===== config.mk =====
export PLATFORM = sky130hd
export DESIGN_NAME = sv39ptm_pte_eval
export DESIGN_NICKNAME = d
export VERILOG_FILES = /design/src/hdl/sv39ptm_pkg.sv /design/src/hdl/sv39ptm_pte_eval.sv
export SDC_FILE = /design/constraint.sdc
export NUM_CORES = 1
export LEC_CHECK = 0
export BUFFER_PORTS_ARGS = -buffer_cell sky130_fd_sc_hd__buf_2
export CORE_MARGIN = 1
export CORE_UTILIZATION = 46
export DETAILED_ROUTE_END_ITERATION = 12
export GPL_ROUTABILITY_DRIVEN = 0
export PLACE_DENSITY_LB_ADDON = 0.12
export SYNTH_ARGS = -nofsm -noshare
export SYNTH_HDL_FRONTEND = slang
export SYNTH_SLANG_ARGS = --single-unit

===== constraint.sdc =====
create_clock -name vclk -period 4.06
set_clock_uncertainty 0.15 [all_clocks]
set_input_delay 0.609 -clock vclk [all_inputs]
set_output_delay 0.609 -clock vclk [all_outputs]
set_load 0.02 [all_outputs]

===== src/hdl/sv39ptm_pkg.sv =====
`timescale 1ns / 1ps
`default_nettype none

package sv39ptm_pkg;

    // Pool geometry.
    localparam int POOL_TABLES   = 16;
    localparam int TABLE_ENTRIES = 512;
    localparam int IDX_W         = $clog2(TABLE_ENTRIES);
    localparam int TBL_W         = (POOL_TABLES > 1) ? $clog2(POOL_TABLES) : 1;
    localparam int CNT_W         = $clog2(POOL_TABLES + 1);
    localparam int DEPTH         = POOL_TABLES * TABLE_ENTRIES;
    localparam int ADDR_W        = $clog2(DEPTH);

    // Field widths.
    localparam int PTE_W    = 54;
    localparam int PPN_W    = 44;
    localparam int FLAG_W   = 10;
    localparam int VA_W     = 39;
    localparam int PA_W     = 56;
    localparam int REQ_W    = 2;
    localparam int STATUS_W = 3;

    // Request kinds.
    localparam logic [REQ_W-1:0] REQ_MAP_4K   = 2'd0;
    localparam logic [REQ_W-1:0] REQ_MAP_2M   = 2'd1;
    localparam logic [REQ_W-1:0] REQ_MAP_1G   = 2'd2;
    localparam logic [REQ_W-1:0] REQ_UNMAP_4K = 2'd3;

    // Result status codes.
    localparam logic [STATUS_W-1:0] STATUS_OK        = 3'd0;
    localparam logic [STATUS_W-1:0] STATUS_UNALIGNED = 3'd1;
    localparam logic [STATUS_W-1:0] STATUS_EXHAUSTED = 3'd2;
    localparam logic [STATUS_W-1:0] STATUS_EXISTS    = 3'd3;
    localparam logic [STATUS_W-1:0] STATUS_NOMAP     = 3'd4;

    // Walk levels.
    localparam logic [1:0] LVL_4K = 2'd0;
    localparam logic [1:0] LVL_2M = 2'd1;
    localparam logic [1:0] LVL_1G = 2'd2;

    typedef enum logic [2:0] {
        S_CLEAR,
        S_IDLE,
        S_CHECK,
        S_READ,
        S_EVAL,
        S_DONE
    } t_state;

    // Decoded view of one table entry.
    typedef struct packed {
        logic             valid;
        logic             leaf;
        logic             in_pool;
        logic [TBL_W-1:0] table_idx;
        logic [PPN_W-1:0] ppn;
    } t_pte_info;

endpackage

`default_nettype wire


===== src/hdl/sv39ptm_pte_eval.sv =====
`timescale 1ns / 1ps
`default_nettype none

// Shared entry decoder: used once per walk level on the word just read.
module sv39ptm_pte_eval (
    input  wire logic [sv39ptm_pkg::PTE_W-1:0] i_pte,
    input  wire logic [sv39ptm_pkg::PPN_W-1:0] i_base,
    output sv39ptm_pkg::t_pte_info             o_info
);

    logic [sv39ptm_pkg::PPN_W-1:0] ppn;
    logic [sv39ptm_pkg::PPN_W-1:0] offset;

    // Offset of the named page from the pool base, modulo the PPN width.
    assign ppn    = i_pte[sv39ptm_pkg::PTE_W-1:sv39ptm_pkg::FLAG_W];
    assign offset = ppn - i_base;

    assign o_info.valid     = i_pte[0];
    assign o_info.leaf      = |i_pte[3:1];
    assign o_info.in_pool   = offset < sv39ptm_pkg::PPN_W'(sv39ptm_pkg::POOL_TABLES);
    assign o_info.table_idx = offset[sv39ptm_pkg::TBL_W-1:0];
    assign o_info.ppn       = ppn;

endmodule

`default_nettype wire


## After elaboration in Yosys (flattened, before gate mapping)

Index checks and enable logic that the tools add are counted.

- Register bits: 0
- Bits of input ports: 98
- Output and inout port bits: 51
- Word-level logic and storage cells: 3

- $add $sub $neg: 1
- $lt $le $gt $ge: 1
- Reductions and logical operators: 1

Operators by type and width:

| kind | number |
|---|---|
| $lt 44x5->1 const B | 1 |
| $sub 44x44->44 | 1 |
| $reduce_or 3->1 | 1 |

## Longest topological paths before layout

- Depth in word-level cells: 2
- Gate-level depth with buffers: 13
- Mapped depth without buffers: 13

## Least setup slack after synthesis

No wires, ideal clock.

- Kind: input-to-output
- Start point: input port i_pte[10] (netlist name)
- End point: output port o_info[48] (netlist name)
- Arrival: 3.557 ns
- Setup slack: -0.256 ns
- Stages: 13
- Path buffers: 0
- Cell sequence: inv_1 > ha_1 > fa_1 > nand2b_1 > a211oi_2 > o21ai_0 > nand3_1 > a21o_1 > a31oi_1 > o2111ai_1 > nand4_1 > or4_1 > nor4_2

RTL lines:

| what | RTL line | text |
|---|---|---|
| from (decl) | sv39ptm_pte_eval.sv:6 | `input wire logic [sv39ptm_pkg::PTE_W-1:0] i_pte,` |
| to (decl) | sv39ptm_pte_eval.sv:8 | `output sv39ptm_pkg::t_pte_info o_info` |

==> flow_summary.toml <==
[detailed_routing]
wl_per_cell_microns = 13.67
vias = 4586
wl_met2_microns = 5710
via_per_inst = 5.447
route.met3.wl_microns = 566
drc = 0
wl_met1_microns = 4877
top_layer = "met4"
drtAntennaViolNets = 0
drt_iter0_drc = 244
first_pass_iters = 5
totalWireLength_microns = 11510

[synthesis]
synth_warnings = 0
syn_area_sq_um = 3435
synth_cells = 521
yosys-top-cells-area = "ha_1 16%, buf_4 10%, inv_1 7.1%"
syn_avg_cell_area_sq_um = 6.592
synthDominantCellAreaShare_pct = 15.66
synth_compound_area_share_pct = 31.73
synthAdderAreaFrac_pct = 16.25
synth-simple-area-share_pct = 22.84
yosysSeqAreaShare_pct = 0
yosys.area.top_type = "ha_1"
muxShareOfSynthArea_pct = 2.040
synth_xor_area_share_pct = 5.355
yosysUniqueCellTypes = 65
synth_nets = 663
synth_top_family_by_area = "compound AO/OA/AOI/OAI gates"

[place]
io_buffers = 141
place_area_sq_um = 4823
dp_cells = 833
place_hpwl_microns = 9182

[global_routing]
grt_max_degree = 10
antenna_found_initial = 0
grt_pass1_vias = 4000
grt-ovfl-total = 0
grt_usage_pct = 27.04
grt_pass1_wl_microns = 17320

[finish]
area_growth_pct = 51.11
num-fill-cells = 602
seq_cells = 0
clkbuf_count = 0
fin_cells = 842
regArea_sq_um = 0
layout-drive-gt1-share_pct = 46.43
n_antenna_cell = 0
fin_area_sq_um = 5190
fin_nets = 887

[worst_setup_path]
crit_cells = 15
slowest_stage = "or4_4"
cp_max_fo = 3
end_kind = "output port"
slowest_delay_ps = 580
crit_top_cell = "buf_4"
critPathKind = "input port to output port"
cp_data_arrival_time_ps = 3650
path_buf_inv = 4
crit_path_start_kind = "input port"
required_ps = 3300
crit_family = "simple AND/OR/NAND/NOR gates"
path_cells = "buf_8 -> inv_4 -> ha_4 -> fa_2 -> nand2b_4 -> a211oi_4 -> o211ai_1 -> a31oi_1 -> buf_4 -> a31oi_4 -> xnor2_2 -> nand3_1 -> or4_4 -> nor4_4 -> buf_4"

[timing]
tightest_slew_ps = 470.9
fin_ws_ps = -348.0
setup_viol = 1
fmax_ghz = 0.2269
drv_slew = 0
whs_ps = 1068
relSlewSlack_pct = 68.28
rsz0062_at_grt = "yes"
period_share_pct = 108.6
finalHoldViolations = 0
fin_crit_ps = 4408

[pwr]
p_per_area_nw_per_um2 = 166.6
max-vdd-ir-drop_uv = 95.68
leakage_nw = 2.672

[die]
die_h_microns = 88.41
die_width_microns = 88.41
io_pins = 149
initial_core_util_pct = 47.35
core_sq_um = 7253
die_area_sq_um = 7816
core.rowCount = 31

[min_path]
hold_class = "input port to output port"
whs_path_depth = 0

[outcome]
status = "finished with violations"
violations = "negative setup slack"

[flow_run]
max-cap-violations = 0
cells by family (layout without fill, tap and decap cells):
family	Yosys count	count (layout)
buffers and inverters	131	353
xor gates and xnor gates	21	21
AOI/OAI and AO/OA	161	161
and+or+nand+nor	157	157
muxes	7	7
adders and majority gates	44	44
Yosys cell counts (7+ instances only):
cell type	instances
inv_1	65
nand2_1	48
buf_4	47
a21oi_1	43
ha_1	43
nor2_1	35
o21ai_0	30
nand4_1	21
xnor2_1	14
a31oi_1	12
nand3_1	10
a21o_1	9
o21a_1	9
clkbuf_1	8
nor3_1	8
mux2i_1	7
o211ai_1	7
xor2_1	7
cells in the final DEF (no fill, tap or decap), types with 11 or more instances in the layout:
master   count
buf_4      146
buf_2      137
inv_1       60
nand2_1     46
a21oi_1     40
nor2_1      33
ha_1        31
o21ai_0     25
nand4_1     21
xnor2_1     13
ha_4        11
per-layer routing:
layer	vias to the layer above	global-route usage, %
met2	188	49.09
met3	38	1.026
met1	2092	34.69
met4	0	7.625
li1	2268	-
met5	-	0
stage by stage:
stage	worst slack (ps)	total power, W	util (%)	setup TNS (ps)
floorplan	9.061	0.0004822	-	0
global placement	-343.4	0.0007640	66.50	-343.4
detailed placement	-374.3	0.0007770	66.50	-374.3
CTS	-200.7	0.0008268	70.43	-200.7
global route	-448.5	0.0009361	71.55	-448.5
finish	-348.0	0.0008645	71.55	-348.0
cell type report:
class | instances | area, sq um | area share (%)
inverter | 65 | 246.5 | 4.749
multi-input combinational | 390 | 2978 | 57.38
timing repair buffer | 288 | 1842 | 35.49
tap | 99 | 123.9 | 2.387
what timing repair did:
| item | CTS | global route |
|---|---|---|
| resized for setup | 43 | 14 |
| pin swaps | 28 | 14 |
| buffers inserted | 7 | 2 |
| setup endpoints to repair | 1 | 1 |
| hold buffers | 0 | 0 |
worst paths after layout:
path | start | to
worst max-delay path | i_pte[10] | o_info[48]
worst min-delay path | i_pte[0] | o_info[50]
power by group:
| part | switching (W) | internal, W | leakage (nW) |
|---|---|---|---|
| Clock | 0 | 0 | 0 |
| Combinational | 0.000444 | 0.000420 | 2.67 |
| Sequential | 0 | 0 | 0 |
(Power assumes the default switching activity.)
