$ cat config.mk
export PLATFORM = sky130hd
export DESIGN_NAME = sv39ptm_ctrl
export DESIGN_NICKNAME = d
export VERILOG_FILES = /design/src/hdl/sv39ptm_pkg.sv /design/src/hdl/sv39ptm_ctrl.sv
export SDC_FILE = /design/constraint.sdc
export NUM_CORES = 1
export LEC_CHECK = 0
export BUFFER_PORTS_ARGS = -buffer_cell sky130_fd_sc_hd__buf_2
export CORE_UTILIZATION = 35
export CTS_BUF_LIST = sky130_fd_sc_hd__clkbuf_16
export CTS_CLUSTER_SIZE = 25
export DETAILED_ROUTE_END_ITERATION = 12
export GPL_TIMING_DRIVEN = 0
export PLACE_DENSITY = 0.6
export SYNTH_ARGS = -nofsm -noshare
export SYNTH_HDL_FRONTEND = slang
export SYNTH_SLANG_ARGS = --single-unit
$ cat constraint.sdc
create_clock -name i_clk -period 11.2 [get_ports i_clk]
set_input_delay 2.24 -clock i_clk [delete_from_list [all_inputs] [get_ports i_clk]]
set_output_delay 2.24 -clock i_clk [all_outputs]
set_load 0.03 [all_outputs]
$ cat src/hdl/sv39ptm_pkg.sv
`timescale 1ns / 1ps
`default_nettype none

package sv39ptm_pkg;

    // Pool geometry.
    localparam int POOL_TABLES   = 16;
    localparam int TABLE_ENTRIES = 512;
    localparam int IDX_W         = $clog2(TABLE_ENTRIES);
    localparam int TBL_W         = (POOL_TABLES > 1) ? $clog2(POOL_TABLES) : 1;
    localparam int CNT_W         = $clog2(POOL_TABLES + 1);
    localparam int DEPTH         = POOL_TABLES * TABLE_ENTRIES;
    localparam int ADDR_W        = $clog2(DEPTH);

    // Field widths.
    localparam int PTE_W    = 54;
    localparam int PPN_W    = 44;
    localparam int FLAG_W   = 10;
    localparam int VA_W     = 39;
    localparam int PA_W     = 56;
    localparam int REQ_W    = 2;
    localparam int STATUS_W = 3;

    // Request kinds.
    localparam logic [REQ_W-1:0] REQ_MAP_4K   = 2'd0;
    localparam logic [REQ_W-1:0] REQ_MAP_2M   = 2'd1;
    localparam logic [REQ_W-1:0] REQ_MAP_1G   = 2'd2;
    localparam logic [REQ_W-1:0] REQ_UNMAP_4K = 2'd3;

    // Result status codes.
    localparam logic [STATUS_W-1:0] STATUS_OK        = 3'd0;
    localparam logic [STATUS_W-1:0] STATUS_UNALIGNED = 3'd1;
    localparam logic [STATUS_W-1:0] STATUS_EXHAUSTED = 3'd2;
    localparam logic [STATUS_W-1:0] STATUS_EXISTS    = 3'd3;
    localparam logic [STATUS_W-1:0] STATUS_NOMAP     = 3'd4;

    // Walk levels.
    localparam logic [1:0] LVL_4K = 2'd0;
    localparam logic [1:0] LVL_2M = 2'd1;
    localparam logic [1:0] LVL_1G = 2'd2;

    typedef enum logic [2:0] {
        S_CLEAR,
        S_IDLE,
        S_CHECK,
        S_READ,
        S_EVAL,
        S_DONE
    } t_state;

    // Decoded view of one table entry.
    typedef struct packed {
        logic             valid;
        logic             leaf;
        logic             in_pool;
        logic [TBL_W-1:0] table_idx;
        logic [PPN_W-1:0] ppn;
    } t_pte_info;

endpackage

`default_nettype wire

$ cat src/hdl/sv39ptm_ctrl.sv
`timescale 1ns / 1ps
`default_nettype none

// Walk sequencer: clears the table memory after reset, then runs one
// request at a time through up to three read and evaluate steps.
module sv39ptm_ctrl (
    input  wire logic                              i_clk,
    input  wire logic                              i_rst_n,
    input  wire logic                              i_in_valid,
    output logic                                   o_in_ready,
    input  wire logic [sv39ptm_pkg::REQ_W-1:0]     i_req_type,
    input  wire logic [sv39ptm_pkg::VA_W-1:0]      i_va,
    input  wire logic [sv39ptm_pkg::PA_W-1:0]      i_pa,
    input  wire logic [sv39ptm_pkg::FLAG_W-1:0]    i_flags,
    input  wire logic [sv39ptm_pkg::PPN_W-1:0]     i_base,
    output logic                                   o_out_valid,
    input  wire logic                              i_out_ready,
    output logic      [sv39ptm_pkg::STATUS_W-1:0]  o_status,
    output logic      [sv39ptm_pkg::PA_W-1:0]      o_unmapped_pa,
    output logic                                   o_mem_en,
    output logic                                   o_mem_we,
    output logic      [sv39ptm_pkg::ADDR_W-1:0]    o_mem_addr,
    output logic      [sv39ptm_pkg::PTE_W-1:0]     o_mem_wdata,
    input  wire sv39ptm_pkg::t_pte_info            i_info
);

    localparam int PPN_W = sv39ptm_pkg::PPN_W;
    localparam logic [1:0] LVL_SEL_4K = sv39ptm_pkg::LVL_4K;
    localparam logic [1:0] LVL_SEL_2M = sv39ptm_pkg::LVL_2M;

    sv39ptm_pkg::t_state r_state, n_state;

    logic [sv39ptm_pkg::ADDR_W-1:0]   r_clr,       n_clr;
    logic [sv39ptm_pkg::CNT_W-1:0]    r_next_free, n_next_free;
    logic [1:0]                       r_level,     n_level;
    logic [sv39ptm_pkg::TBL_W-1:0]    r_table,     n_table;
    logic [sv39ptm_pkg::REQ_W-1:0]    r_req_type;
    logic [sv39ptm_pkg::VA_W-1:0]     r_va;
    logic [sv39ptm_pkg::PA_W-1:0]     r_pa;
    logic [sv39ptm_pkg::FLAG_W-1:0]   r_flags;
    logic [sv39ptm_pkg::STATUS_W-1:0] r_status,    n_status;
    logic [sv39ptm_pkg::PA_W-1:0]     r_removed,   n_removed;
    logic                             r_out_valid, n_out_valid;
    logic [sv39ptm_pkg::STATUS_W-1:0] r_out_status;
    logic [sv39ptm_pkg::PA_W-1:0]     r_out_pa;

    logic [sv39ptm_pkg::IDX_W-1:0] idx;
    logic [1:0]                    target_level;
    logic                          at_target;
    logic                          unaligned;
    logic                          pool_full;
    logic                          out_load;
    logic                          ev_done;
    logic [PPN_W-1:0]              alloc_ppn;
    logic [sv39ptm_pkg::PTE_W-1:0] ptr_pte;
    logic [sv39ptm_pkg::PTE_W-1:0] leaf_pte;

    // Table index for the current level.
    always_comb begin
        case (r_level)
            LVL_SEL_4K: idx = r_va[20:12];
            LVL_SEL_2M: idx = r_va[29:21];
            default:    idx = r_va[38:30];
        endcase
    end

    // Level at which the leaf lives for this request.
    always_comb begin
        case (r_req_type)
            sv39ptm_pkg::REQ_MAP_1G: target_level = sv39ptm_pkg::LVL_1G;
            sv39ptm_pkg::REQ_MAP_2M: target_level = sv39ptm_pkg::LVL_2M;
            default:                 target_level = sv39ptm_pkg::LVL_4K;
        endcase
    end

    // Alignment of va and pa to the page size; an unmap checks only va.
    always_comb begin
        case (r_req_type)
            sv39ptm_pkg::REQ_MAP_4K: unaligned = (|r_va[11:0]) | (|r_pa[11:0]);
            sv39ptm_pkg::REQ_MAP_2M: unaligned = (|r_va[20:0]) | (|r_pa[20:0]);
            sv39ptm_pkg::REQ_MAP_1G: unaligned = (|r_va[29:0]) | (|r_pa[29:0]);
            default:                 unaligned = |r_va[11:0];
        endcase
    end

    assign at_target = (r_level == target_level);
    assign pool_full = (r_next_free >= sv39ptm_pkg::CNT_W'(sv39ptm_pkg::POOL_TABLES));
    assign out_load  = (r_state == sv39ptm_pkg::S_DONE) && (!r_out_valid || i_out_ready);
    assign alloc_ppn = i_base + PPN_W'(r_next_free);
    assign ptr_pte   = {alloc_ppn, 9'd0, 1'b1};
    assign leaf_pte  = {r_pa[sv39ptm_pkg::PA_W-1:12], r_flags | 10'd1};

    // The walk ends at the target level or at the first failing upper entry.
    always_comb begin
        if (at_target) begin
            ev_done = 1'b1;
        end else if (!i_info.valid) begin
            ev_done = (r_req_type == sv39ptm_pkg::REQ_UNMAP_4K) || pool_full;
        end else begin
            ev_done = i_info.leaf || !i_info.in_pool;
        end
    end

    // Next state.
    always_comb begin
        n_state = r_state;
        unique case (r_state)
            sv39ptm_pkg::S_CLEAR: begin
                if (r_clr == sv39ptm_pkg::ADDR_W'(sv39ptm_pkg::DEPTH - 1)) begin
                    n_state = sv39ptm_pkg::S_IDLE;
                end
            end
            sv39ptm_pkg::S_IDLE: begin
                if (i_in_valid) begin
                    n_state = sv39ptm_pkg::S_CHECK;
                end
            end
            sv39ptm_pkg::S_CHECK: begin
                n_state = unaligned ? sv39ptm_pkg::S_DONE : sv39ptm_pkg::S_READ;
            end
            sv39ptm_pkg::S_READ: begin
                n_state = sv39ptm_pkg::S_EVAL;
            end
            sv39ptm_pkg::S_EVAL: begin
                n_state = ev_done ? sv39ptm_pkg::S_DONE : sv39ptm_pkg::S_READ;
            end
            sv39ptm_pkg::S_DONE: begin
                if (out_load) begin
                    n_state = sv39ptm_pkg::S_IDLE;
                end
            end
        endcase
    end

    // Memory controls and datapath updates.
    always_comb begin
        o_mem_en    = 1'b0;
        o_mem_we    = 1'b0;
        o_mem_addr  = sv39ptm_pkg::ADDR_W'({r_table, idx});
        o_mem_wdata = '0;
        n_clr       = r_clr;
        n_next_free = r_next_free;
        n_level     = r_level;
        n_table     = r_table;
        n_status    = r_status;
        n_removed   = r_removed;
        unique case (r_state)
            sv39ptm_pkg::S_CLEAR: begin
                o_mem_en   = 1'b1;
                o_mem_we   = 1'b1;
                o_mem_addr = r_clr;
                n_clr      = r_clr + 1'b1;
            end
            sv39ptm_pkg::S_IDLE: begin
                n_level = sv39ptm_pkg::LVL_1G;
                n_table = '0;
            end
            sv39ptm_pkg::S_CHECK: begin
                n_status  = unaligned ? sv39ptm_pkg::STATUS_UNALIGNED : sv39ptm_pkg::STATUS_OK;
                n_removed = '0;
            end
            sv39ptm_pkg::S_READ: begin
                o_mem_en = 1'b1;
            end
            sv39ptm_pkg::S_EVAL: begin
                if (at_target) begin
                    if (r_req_type == sv39ptm_pkg::REQ_UNMAP_4K) begin
                        // Remove the leaf and report its address.
                        if (!i_info.valid) begin
                            n_status = sv39ptm_pkg::STATUS_NOMAP;
                        end else begin
                            o_mem_en  = 1'b1;
                            o_mem_we  = 1'b1;
                            n_removed = {i_info.ppn, 12'd0};
                        end
                    end else if (i_info.valid) begin
                        n_status = sv39ptm_pkg::STATUS_EXISTS;
                    end else begin
                        o_mem_en    = 1'b1;
                        o_mem_we    = 1'b1;
                        o_mem_wdata = leaf_pte;
                    end
                end else if (!i_info.valid) begin
                    if (r_req_type == sv39ptm_pkg::REQ_UNMAP_4K) begin
                        n_status = sv39ptm_pkg::STATUS_NOMAP;
                    end else if (pool_full) begin
                        n_status = sv39ptm_pkg::STATUS_EXHAUSTED;
                    end else begin
                        // Hand out the next pool table and link it in.
                        o_mem_en    = 1'b1;
                        o_mem_we    = 1'b1;
                        o_mem_wdata = ptr_pte;
                        n_table     = r_next_free[sv39ptm_pkg::TBL_W-1:0];
                        n_next_free = r_next_free + 1'b1;
                        n_level     = r_level - 2'd1;
                    end
                end else if (i_info.leaf) begin
                    n_status = sv39ptm_pkg::STATUS_EXISTS;
                end else if (!i_info.in_pool) begin
                    n_status = (r_req_type == sv39ptm_pkg::REQ_UNMAP_4K) ?
                               sv39ptm_pkg::STATUS_NOMAP : sv39ptm_pkg::STATUS_EXISTS;
                end else begin
                    n_table = i_info.table_idx;
                    n_level = r_level - 2'd1;
                end
            end
            sv39ptm_pkg::S_DONE: begin
            end
        endcase
    end

    // Output register: a finished result waits here while the next item starts.
    always_comb begin
        if (out_load) begin
            n_out_valid = 1'b1;
        end else if (i_out_ready) begin
            n_out_valid = 1'b0;
        end else begin
            n_out_valid = r_out_valid;
        end
    end

    always_ff @(posedge i_clk) begin
        if (!i_rst_n) begin
            r_state     <= sv39ptm_pkg::S_CLEAR;
            r_clr       <= '0;
            r_next_free <= sv39ptm_pkg::CNT_W'(1);
            r_out_valid <= 1'b0;
        end else begin
            r_state     <= n_state;
            r_clr       <= n_clr;
            r_next_free <= n_next_free;
            r_out_valid <= n_out_valid;
        end
    end

    always_ff @(posedge i_clk) begin
        r_level   <= n_level;
        r_table   <= n_table;
        r_status  <= n_status;
        r_removed <= n_removed;
        if (r_state == sv39ptm_pkg::S_IDLE && i_in_valid) begin
            r_req_type <= i_req_type;
            r_va       <= i_va;
            r_pa       <= i_pa;
            r_flags    <= i_flags;
        end
        if (out_load) begin
            r_out_status <= r_status;
            r_out_pa     <= r_removed;
        end
    end

    assign o_in_ready    = (r_state == sv39ptm_pkg::S_IDLE);
    assign o_out_valid   = r_out_valid;
    assign o_status      = r_out_status;
    assign o_unmapped_pa = r_out_pa;

endmodule

`default_nettype wire

After elaboration in Yosys (flattened, before gate mapping)

Index checks and enable logic that the tools add are counted.
Widths: inputs -> output; s select.

Add/subtract/negate cells: 4
Order comparisons: 1
Equality and inequality tests: 26
Mux-type cells: 60
Bitwise operators: 7
Reductions and logical operators: 25

Operators by type and width:

| cell                  | number |
|---|---|
| $mux 54               | 7 |
| $mux 56               | 3 |
| $pmux 56 s2           | 1 |
| $reduce_or 30->1      | 2 |
| $mux 3                | 15 |
| $add 44x5->44         | 1 |
| $reduce_or 21->1      | 2 |
| $mux 4                | 6 |
| $reduce_or 12->1      | 2 |
| $pmux 3 s6            | 1 |
| $pmux 9 s2            | 1 |
| $ne 2x2->1 const B    | 7 |
| $add 13x1->13 const B | 1 |
| $eq 13x13->1 const B  | 1 |
| $mux 13               | 1 |
| $mux 1                | 12 |
| $mux 2                | 6 |
| $ne 3x3->1 const B    | 4 |
| $ne 4x4->1 const B    | 3 |
| $reduce_and 5->1      | 2 |
| $pmux 2 s2            | 2 |
| $pmux 4 s2            | 1 |
| $eq 3x2->1 const B    | 2 |
| $eq 3x3->1 const B    | 2 |
| other kinds (23)      | 38 |

Register bits: 253
Input port bits: 206

Logic depth before layout (Yosys ltp)

Gate-level depths: netlist of run 1.

Word-level depth: 7
Mapped depth: 9

Least setup slack after synthesis of run 1

OpenSTA, ideal clock, no wires.

Path type: input to output
From: input i_base[0] (netlist name)
To: output o_mem_wdata[30] (netlist name)
Arrival time: 4.414 ns
Required time: 8.960 ns
Slack: 4.546 ns
Stages on the path: 9
Path buffers: 1
Cells stage by stage: ha_1 fa_1 a21o_1 a21o_1 a21oi_2 buf_2 nor3_1 xnor2_1 o21ai_1

Word-level cells in the longest chain between the ends: 6

Ends and longest elaborated chain:

| item               | line                | RTL |
|---|---|---|
| start: declaration | sv39ptm_ctrl.sv:15  | `input wire logic [sv39ptm_pkg::PPN_W-1:0] i_base,` |
| $add 44x5->44      | sv39ptm_ctrl.sv:89  | `assign alloc_ppn = i_base + PPN_W'(r_next_free);` |
| $mux 54            | sv39ptm_ctrl.sv:186 | `end else if (pool_full) begin` |
| $mux 54            | sv39ptm_ctrl.sv:184 | `if (r_req_type == sv39ptm_pkg::REQ_UNMAP_4K) begin` |
| $mux 54            | sv39ptm_ctrl.sv:183 | `end else if (!i_info.valid) begin` |
| $mux 54            | sv39ptm_ctrl.sv:166 | `if (at_target) begin` |
| $mux 54            | sv39ptm_ctrl.sv:147 | `unique case (r_state)` |
| end: declaration   | sv39ptm_ctrl.sv:23  | `output logic [sv39ptm_pkg::PTE_W-1:0] o_mem_wdata,` |

Every way passes these cells.

Worst setup path after layout of run 1

Same ends and word-level chain as after synthesis.

==> flow_summary.json, run 1 <==
{
  "cts_hold_buf": 0,
  "yosys_warnings": 0,
  "vias_per_cell": 4.714,
  "post-cts-setup-buffer-count": 0,
  "die_area_mm2": 0.02946,
  "p_int_uw": 1441,
  "gp_congestion": 0.8785,
  "dp_hpwl_mm": 20.44,
  "cts_tree": "yes",
  "crit_chain": "buf_2 -> ha_1 -> fa_1 -> a21o_1 -> a21o_1 -> a21oi_2 -> buf_2 -> nor3_1 -> xnor2_1 -> o21ai_1 -> buf_2",
  "layout.nets": 1370,
  "post_drt_wl_per_cell_um": 17.09,
  "drtIter0Drc": 467,
  "arrival_ns": 4.77,
  "grt_pass1_wl_mm": 39.16,
  "seq_power_share": 0.505,
  "rsz0062_at_grt": "false",
  "num_rows": 61,
  "coreArea_mm2": 0.02801,
  "multi_input_area_mm2": 0.003188,
  "drive_above_1_share": 0.3533,
  "switching_share": 0.2103,
  "powerDensity_mw_per_mm2": 139.0,
  "fin_area_mm2": 0.01313,
  "grt_pass1_vias": 7163,
  "firstDrtPassIters": 5,
  "ff_latch_area_mm2": 0.006626,
  "path_class": "in -> out",
  "cap_violations": 0,
  "ys_async_sr_fraction": 0,
  "power.leakage_uw": 0.005211,
  "p_comb_frac": 0.043,
  "path_common_cell": "buf_2",
  "hold_viol_final": 0,
  "tightestPinTransition_ns": 0.7009,
  "place_ws_ns": 4.179,
  "antenna_left": 0,
  "fmax_ghz": 0.1426,
  "clock_path_buffers": 3,
  "clk_pin_slew_ns": 0.06,
  "status": "finished, final reports clean",
  "synth_flop_cell": "edfxtp_1",
  "syn_area_per_cell_um2": 12.78,
  "place_area_mm2": 0.01229,
  "insertion_delay_ns": 0.53,
  "p_clk_frac": 0.451,
  "numPortBuffers": 322,
  "antenna_found_initial": 6,
  "skew_ns": 0.01075,
  "die_w_um": 171.6,
  "synth_cell_types": 63,
  "start_kind": "input port",
  "die_h_um": 171.6,
  "crit_path_end_kind": "output port",
  "setup_slack_ns": 4.187,
  "post_cts_resize_count": 0,
  "wl_mm": 26.49,
  "cts_buffers": 25,
  "cts-htree-levels": 1,
  "max_slew_margin": 0.5317,
  "power.switching_uw": 383.6,
  "reg2reg_slack_ns": 8.48,
  "cp_slowest_stage_delay_ns": 0.45,
  "period_minus_slack_ns": 7.013,
  "ir_worst_vdd_mv": 0.1100,
  "area_delta_synth_final_pct": 30.34,
  "initial_core_util": 0.3595,
  "synth_edf_count": 206,
  "cts_root_buffer": "clkbuf_16",
  "grt_max_degree": 75,
  "hp-class": "reg -> reg",
  "ys_seq_elements": 228,
  "grt_util_all_layers": 0.1757,
  "slowest_stage": "a21oi_2",
  "vias": 7307,
  "grt_overflow_total": 0,
  "final.setup.tns_ns": 0,
  "syn_area_mm2": 0.01007,
  "setup_viol_count_final": 0,
  "syn_inst": 788,
  "critPathRequiredTime_ns": 8.96,
  "drv_slew": 0,
  "ys_seq_area_frac": 0.6580,
  "io_pins": 336,
  "cts.sinks": 228,
  "fillers": 2620,
  "drc": 0,
  "period_share": 0.6261,
  "cp_max_fo": 10
}
Yosys cell counts, types with 6 or more instances:
cell,number,share of area
nor2_1,38,0.014
a21oi_1,14,0.0070
dfxtp_1,22,0.044
a21o_1,6,0.0045
clkbuf_1,20,0.0075
buf_2,7,0.0035
nor2b_1,11,0.0068
xor2_1,10,0.0087
o21ai_0,10,0.0050
nand4_1,9,0.0056
xnor2_1,45,0.039
and2_1,58,0.036
buf_4,12,0.0089
o21ai_1,37,0.018
and3_1,16,0.0099
nand3_1,17,0.0084
nand2_1,97,0.036
inv_1,10,0.0037
buf_6,6,0.0067
nor3_1,16,0.0080
a31oi_1,8,0.0050
ha_1,12,0.015
nor4_1,23,0.014
a22oi_1,12,0.0089
edfxtp_1,206,0.61
critical path: cells and delay by family:
family                   cells  cell delay (ns)
AND/OR/NAND/NOR              1             0.11
XOR/XNOR                     1             0.16
AO/OA/AOI/OAI                4             0.98
buffers and inverters        3             0.67
adder cells (fa/ha/maj)      2             0.62
registers in the layout, indices dropped and copies added (netlist names):
name           count
r_state            3
o_unmapped_pa     44
r_table            4
r_req_type         2
r_va              39
r_flags            9
r_removed         44
r_level            2
r_status           3
r_clr             13
o_status           3
r_pa              56
r_next_free        5
o_out_valid        1
area by class of cell:
class	instances	share of cell area
antenna	3	0.0005719
buffer	45	0.02040
clock buffer	25	0.04766
clock inverter	20	0.01544
inverter	11	0.003146
multi-input combinational	515	0.2429
sequential	228	0.5048
tap	378	0.03603
timing repair buffer	325	0.1291
final timing paths:
path                                     from                          end  cells past startpoint
hold / removal    r_removed[18]$_SDFFCE_PN0P_  o_unmapped_pa[18]$_DFFE_PP_                      0
setup reg to reg      r_state[0]$_SDFFE_PN0P_           r_va[34]$_DFFE_PP_                      5
hold reg to reg   r_removed[18]$_SDFFCE_PN0P_  o_unmapped_pa[18]$_DFFE_PP_                      0
setup / recovery                    i_base[0]              o_mem_wdata[30]                     11
logic make-up after synthesis:
group / synth area share
fa+ha+maj: 0.01690
flops: 0.6580
xor+xnor: 0.04783
mux: 0.003976
buf+inv: 0.03069
compound gates: 0.07678
simple gates: 0.1655
other cells: 0.0003724
placed cells by master, fill, tap and decap left out, drive strengths merged, types with 4 or more instances in the layout:
master,netlist,routed
ha,12,12
nor2,38,38
nand2b,4,4
a21boi,6,6
a21o,6,6
inv,11,14
conb,1,12
nor4,23,23
o21ai,50,50
xnor2,45,45
edfxtp,206,206
mux2i,4,4
clkbuf,20,45
nand4,11,11
dfxtp,22,22
nand3,18,18
a31oi,8,8
clkinv,0,6
nor3,19,19
a22oi,12,12
clkinvlp,0,8
nand2,97,97
xor2,10,10
a21oi,16,16
nor4b,4,4
and2,58,58
nor2b,11,11
buf,25,350
and3,16,16
power by group through the flow:
stage,Sequential (uW),Combinational [uW],Clock (uW)
after global placement,940,78.7,0
after global routing,921,86.6,875
final,922,78.9,823
after floorplan,940,30.4,0
after detailed placement,940,78.7,0
after CTS,922,79.3,849
layer usage:
metal	wire length [um]	track usage	up-vias
li1	-	-	3590
met4	772	0.06056	2
met3	2433	0.05246	47
met5	13	0	-
met2	12510	0.2931	331
met1	10750	0.2152	3337
stage by stage:
stage	std cells	hold WS (ns)	total power (uW)	utilization
finish	1550	0.4156	1824	0.4686
global route	1549	0.4221	1883	0.4685
CTS	1547	0.4173	1850	0.4684
detailed placement	1502	0.4045	1019	0.4388
global placement	1499	0.4004	1019	0.4354
floorplan	799	0.4003	970.4	-
(Power assumes the default switching activity.)
==> run 2: changes to the inputs <==
Settings changed: PLACE_DENSITY 0.6 to 0.62.
Clock period 11.2 ns to 5.7 ns, I/O delays scaled along.
==> run 2 against run 1 <==
  * Register-to-register slack got worse by 5.5 ns
  * Routed wire length is 0.80% higher
  * Sequential power rose by 96%
  * Critical path depth unchanged
  * Via count grew 0.51%
  * Worst hold slack got worse by 0.00061 ns
  * Power rose by 110%
  * Critical path type unchanged
  * Largest cell class unchanged
  * Largest power group unchanged
  * Highest routed layer unchanged
==> flow_summary.json, run 2 (synthesis results as in run 1) <==
{
  "cap_violations": 0,
  "vias_per_cell": 4.741,
  "numPortBuffers": 322,
  "die_h_um": 171.6,
  "drc": 0,
  "cts.sinks": 228,
  "wl_mm": 26.70,
  "drv_slew": 0,
  "path_class": "in -> out",
  "grt_overflow_total": 0,
  "cts_buffers": 25,
  "largest_reg_flops": 56,
  "period_share": 0.8492,
  "rsz0062_at_grt": "false",
  "power.leakage_uw": 0.005286,
  "crit_path_end_kind": "output port",
  "cts_root_buffer": "clkbuf_16",
  "insertion_delay_ns": 0.52,
  "cp.depth": 11,
  "final_common_cell": "buf_2",
  "ir_worst_vdd_mv": 0.2122,
  "largest_register": "r_pa",
  "holdPathStages": 0,
  "rr_startpoint": "r_state[0]$_SDFFE_PN0P_",
  "area_delta_synth_final_pct": 31.33,
  "r2r-end": "r_pa[24]$_DFFE_PP_",
  "p_clk_frac": 0.479,
  "post-cts-setup-buffer-count": 0,
  "cp_max_fo": 10,
  "final.setup.tns_ns": 0,
  "start_kind": "input port",
  "slowest_stage": "a21oi_2",
  "ff_latch_area_mm2": 0.006626,
  "period_minus_slack_ns": 4.841,
  "post_cts_resize_count": 0,
  "fillers": 2587,
  "endpoint": "o_mem_wdata[30]",
  "grt_util_all_layers": 0.1746,
  "hold_viol_final": 0,
  "hp-class": "reg -> reg",
  "final_cell_mix": "buf_2 (329), edfxtp_1 (206), nand2_1 (97), and2_1 (57), xnor2_1 (45)",
  "setup_viol_count_final": 0,
  "die_area_mm2": 0.02946,
  "antenna_found_initial": 3,
  "layout.nets": 1370,
  "firstDrtPassIters": 6,
  "status": "finished, final reports clean",
  "timing.hold.ws_ns": 0.4150,
  "crit_chain": "buf_2 -> ha_1 -> fa_1 -> a21o_1 -> a21o_1 -> a21oi_2 -> buf_2 -> nor3_1 -> xnor2_1 -> o21ai_1 -> buf_2",
  "grt_pass1_vias": 6943,
  "p_int_uw": 3048,
  "reg2reg_slack_ns": 3.00,
  "clk_pin_slew_ns": 0.06,
  "tightestPinTransition_ns": 0.7704,
  "skew_ns": 0.01736,
  "grt_max_degree": 73,
  "p_comb_frac": 0.041,
  "multi_input_area_mm2": 0.003188,
  "io_pins": 336,
  "initial_core_util": 0.3595,
  "critPathRequiredTime_ns": 4.56,
  "gp_congestion": 0.8476,
  "coreArea_mm2": 0.02801,
  "drive_above_1_share": 0.3499,
  "antenna_left": 0,
  "arrival_ns": 3.70,
  "switching_share": 0.1929,
  "num_rows": 61,
  "max_slew_margin": 0.4852,
  "critical_path.top_delay_family": "compound AO/OA/AOI/OAI gates",
  "path_common_cell": "buf_2",
  "reg2regPathDepth": 5,
  "grt_pass1_wl_mm": 38.74,
  "crit_start": "i_base[0]",
  "dp_hpwl_mm": 20.43,
  "cts_tree": "yes",
  "cp.buffers_inverters": 3,
  "post_drt_wl_per_cell_um": 17.23,
  "cp_slowest_stage_delay_ns": 0.47,
  "power.switching_uw": 728.5,
  "clock_path_buffers": 3,
  "cts_hold_buf": 0,
  "drtIter0Drc": 422,
  "fmax_ghz": 0.2066,
  "cts-htree-levels": 1,
  "vias": 7344,
  "die_w_um": 171.6,
  "powerDensity_mw_per_mm2": 285.5,
  "seq_power_share": 0.480
}
[run 2: area by class of cell]
cell class	count	area share
Clock buffer	25	0.04730
Sequential cell	228	0.5010
Tap cell	378	0.03576
Antenna cell	2	0.0003784
Multi-Input combinational cell	515	0.2410
Inverter	11	0.003122
Timing Repair Buffer	325	0.1281
Buffer	45	0.02024
Clock inverter	20	0.02308
[run 2: stage by stage]
step                        util  setup WS (ns)  area (um2)  cells  total power (uW)
after global routing      0.4720         0.6989       13220   1547              3898
final                     0.4722         0.8594       13230   1549              3776
after CTS                 0.4720         0.8244       13220   1547              3829
after detailed placement  0.4388         0.8257       12290   1502              2003
after global placement    0.4354         0.2353       12200   1499              2001
after floorplan                -          1.246       10110    799              1907
[run 2: worst min-delay path by stage]
stage,from,end,slack (ns)
after floorplan,r_status[0]$_DFFE_PP_,o_status[0]$_DFFE_PP_,0.40
after global placement,r_removed[42]$_SDFFCE_PN0P_,o_unmapped_pa[42]$_DFFE_PP_,0.40
after detailed placement,r_removed[36]$_SDFFCE_PN0P_,o_unmapped_pa[36]$_DFFE_PP_,0.40
after CTS,r_removed[40]$_SDFFCE_PN0P_,o_unmapped_pa[40]$_DFFE_PP_,0.42
after global routing,r_removed[23]$_SDFFCE_PN0P_,o_unmapped_pa[23]$_DFFE_PP_,0.42
final,r_removed[33]$_SDFFCE_PN0P_,o_unmapped_pa[33]$_DFFE_PP_,0.42
[run 2: power by group through the flow]
stage / sequential (uW) / combinational (uW) / clock [uW]
4_1_cts: 1810 / 157 / 1860
6_report: 1810 / 156 / 1810
3_3_place_gp: 1850 / 154 / 0
5_1_grt: 1810 / 170 / 1920
2_1_floorplan: 1850 / 59.8 / 0
3_5_place_dp: 1850 / 156 / 0
[run 2: metal layers]
layer / vias to the layer above / wire length [um] / track usage
met4: 2 / 479 / 0.04231
li1: 3597 / - / -
met5: - / 13 / 0
met3: 34 / 2469 / 0.05246
met2: 328 / 12640 / 0.2954
met1: 3383 / 11090 / 0.2171
==> run 3: changes to the inputs <==
Clock period 5.7 ns to 3.9 ns, I/O delays scaled along.
==> run 3 against run 2 <==
  * Clock power increased by 40%
  * Core utilization is essentially flat
  * Combinational power is 46% higher
  * Non-clock buffer count rose by 1
  * Setup slack worse by 0.72 ns
  * Power increased by 43%
  * Clock skew grew 0.0013 ns
  * Final cell count increased by 0.19%
  * Via count grew 0.86%
  * Worst hold slack gained 0.0038 ns
  * Global-route usage is 0.15 points higher
  * Routed wire length rose by 0.11%
==> flow_summary.json, run 3 (synthesis results as in run 1) <==
{
  "crit_path_end_kind": "output port",
  "place_ws_ns": -0.3289,
  "place_inst": 1502,
  "vias_per_cell": 4.773,
  "hp-class": "reg -> reg",
  "finish.utilization": 0.4721,
  "max_slew_margin": 0.5305,
  "cts_tree": "yes",
  "area_delta_synth_final_pct": 31.30,
  "clock_path_buffers": 3,
  "critPathRequiredTime_ns": 3.12,
  "layout.nets": 1372,
  "largest_register": "r_pa",
  "met2_usage": 0.2943,
  "numPortBuffers": 322,
  "ir_worst_vdd_mv": 0.3649,
  "drive_above_1_share": 0.3546,
  "initial_core_util": 0.3595,
  "antenna_left": 0,
  "tightestPinTransition_ns": 0.7043,
  "arrival_ns": 2.98,
  "final_common_cell": "buf_2",
  "insertion_delay_ns": 0.54,
  "fin_area_mm2": 0.01322,
  "vias": 7407,
  "num_rows": 61,
  "grt_util_all_layers": 0.1761,
  "grt-busiest-layer": "met2",
  "reg2regPathDepth": 5,
  "grt_use_met1": 0.2176,
  "fmax_ghz": 0.2657,
  "power_uw": 5404,
  "drtIter0Drc": 496,
  "powerDensity_mw_per_mm2": 408.7,
  "cts_root_buffer": "clkbuf_16",
  "grt_pass1_vias": 7203,
  "drv_slew": 0,
  "die_h_um": 171.6,
  "period_share": 0.9649,
  "cts_buffers": 26,
  "die_w_um": 171.6,
  "cts.sinks": 228,
  "status": "finished, final reports clean",
  "power.leakage_uw": 0.005277,
  "skew_ns": 0.01868,
  "grt_overflow_total": 0,
  "firstDrtPassIters": 4,
  "stdcell_count": 1552,
  "rsz0062_at_grt": "false",
  "cap_violations": 0,
  "die_area_mm2": 0.02946,
  "dp_hpwl_mm": 20.20,
  "post_drt_wl_per_cell_um": 17.22,
  "cp_max_fo": 10,
  "largest_reg_flops": 56,
  "wl_mm": 26.73,
  "final_cell_mix": "buf_2 (327), edfxtp_1 (206), nand2_1 (97), and2_1 (57), xnor2_1 (45)",
  "antenna_found_initial": 2,
  "path_class": "reg -> out",
  "hold_viol_final": 0,
  "place_area_mm2": 0.01228,
  "grt_max_degree": 63,
  "holdPathStages": 0,
  "clk_pin_slew_ns": 0.06,
  "drc": 0,
  "setup_slack_ns": 0.1369,
  "period_minus_slack_ns": 3.763,
  "coreArea_mm2": 0.02801,
  "start_kind": "register",
  "cts-htree-levels": 1,
  "io_pins": 336,
  "setup_viol_count_final": 0,
  "met3_usage": 0.04878,
  "gp_congestion": 0.9064,
  "grt_pass1_wl_mm": 39.25
}
run 3: changes by cell type in the layout (fill, tap and decap cells not counted), moves of 2 or more:
cell / change
buf_4: +2
clkinvlp_4: +2
bufinv_16: -4
buf_2: -2
clkinv_2: +2
clkbuf_16: +2
run 3: what timing repair did:
| item | 4_1_cts | 5_1_grt |
|---|---|---|
| cloned | 0 | 0 |
| pin swaps | 1 | 0 |
| buffers inserted | 1 | 0 |
| hold buffers | 0 | 0 |
| gates resized for setup | 2 | 4 |
| endpoints found under the setup margin | 17 | 32 |
run 3: worst max-delay path, stage by stage (launching register included):
cell	delay [ns]
dfxtp_2	0.36
ha_1	0.22
fa_1	0.41
a21o_1	0.18
a21o_1	0.22
a21oi_4	0.14
buf_4	0.21
nor3b_1	0.08
xnor2_1	0.34
o21ai_1	0.09
buf_2	0.19
run 3: path summary, 6_finish.rpt:
| kind | slack, ns | start | endpoint |
|---|---|---|---|
| worst max-delay path | 0.14 | r_next_free[0]$_SDFFE_PN1P_ | o_mem_wdata[26] |
| worst min-delay path | 0.42 | r_removed[41]$_SDFFCE_PN0P_ | o_unmapped_pa[41]$_DFFE_PP_ |
| worst max register to register | 1.04 | r_state[0]$_SDFFE_PN0P_ | r_pa[23]$_DFFE_PP_ |
| worst min register to register | 0.42 | r_removed[41]$_SDFFCE_PN0P_ | o_unmapped_pa[41]$_DFFE_PP_ |
run 3: layer usage:
layer	up-vias	share of wire
met5	-	0
met4	0	0.030
met3	40	0.089
met2	339	0.46
met1	3430	0.42
li1	3598	-
run 3: through the flow:
step	setup TNS (ns)	hold slack [ns]
2_1_floorplan	0	0.4003
3_3_place_gp	-44.51	0.4009
3_5_place_dp	-2.536	0.4045
4_1_cts	0	0.3933
5_1_grt	0	0.3941
6_report	0	0.4188
run 3: where the power goes:
group	internal (uW)	switching, uW
Combinational	115	113
Sequential	2640	3.91
Clock	1530	999
run 3: cell type report:
| type | instances | area (um2) |
|---|---|---|
| Fill cell | 2617 | 14790 |
| Sequential cell | 228 | 6628 |
| Multi-Input combinational cell | 515 | 3209 |
| Timing Repair Buffer | 326 | 1694 |
| Clock buffer | 27 | 675.6 |
| Tap cell | 378 | 473.0 |
| Buffer | 45 | 272.8 |
| Clock inverter | 21 | 226.5 |
| Inverter | 11 | 41.29 |
| Antenna cell | 1 | 2.502 |
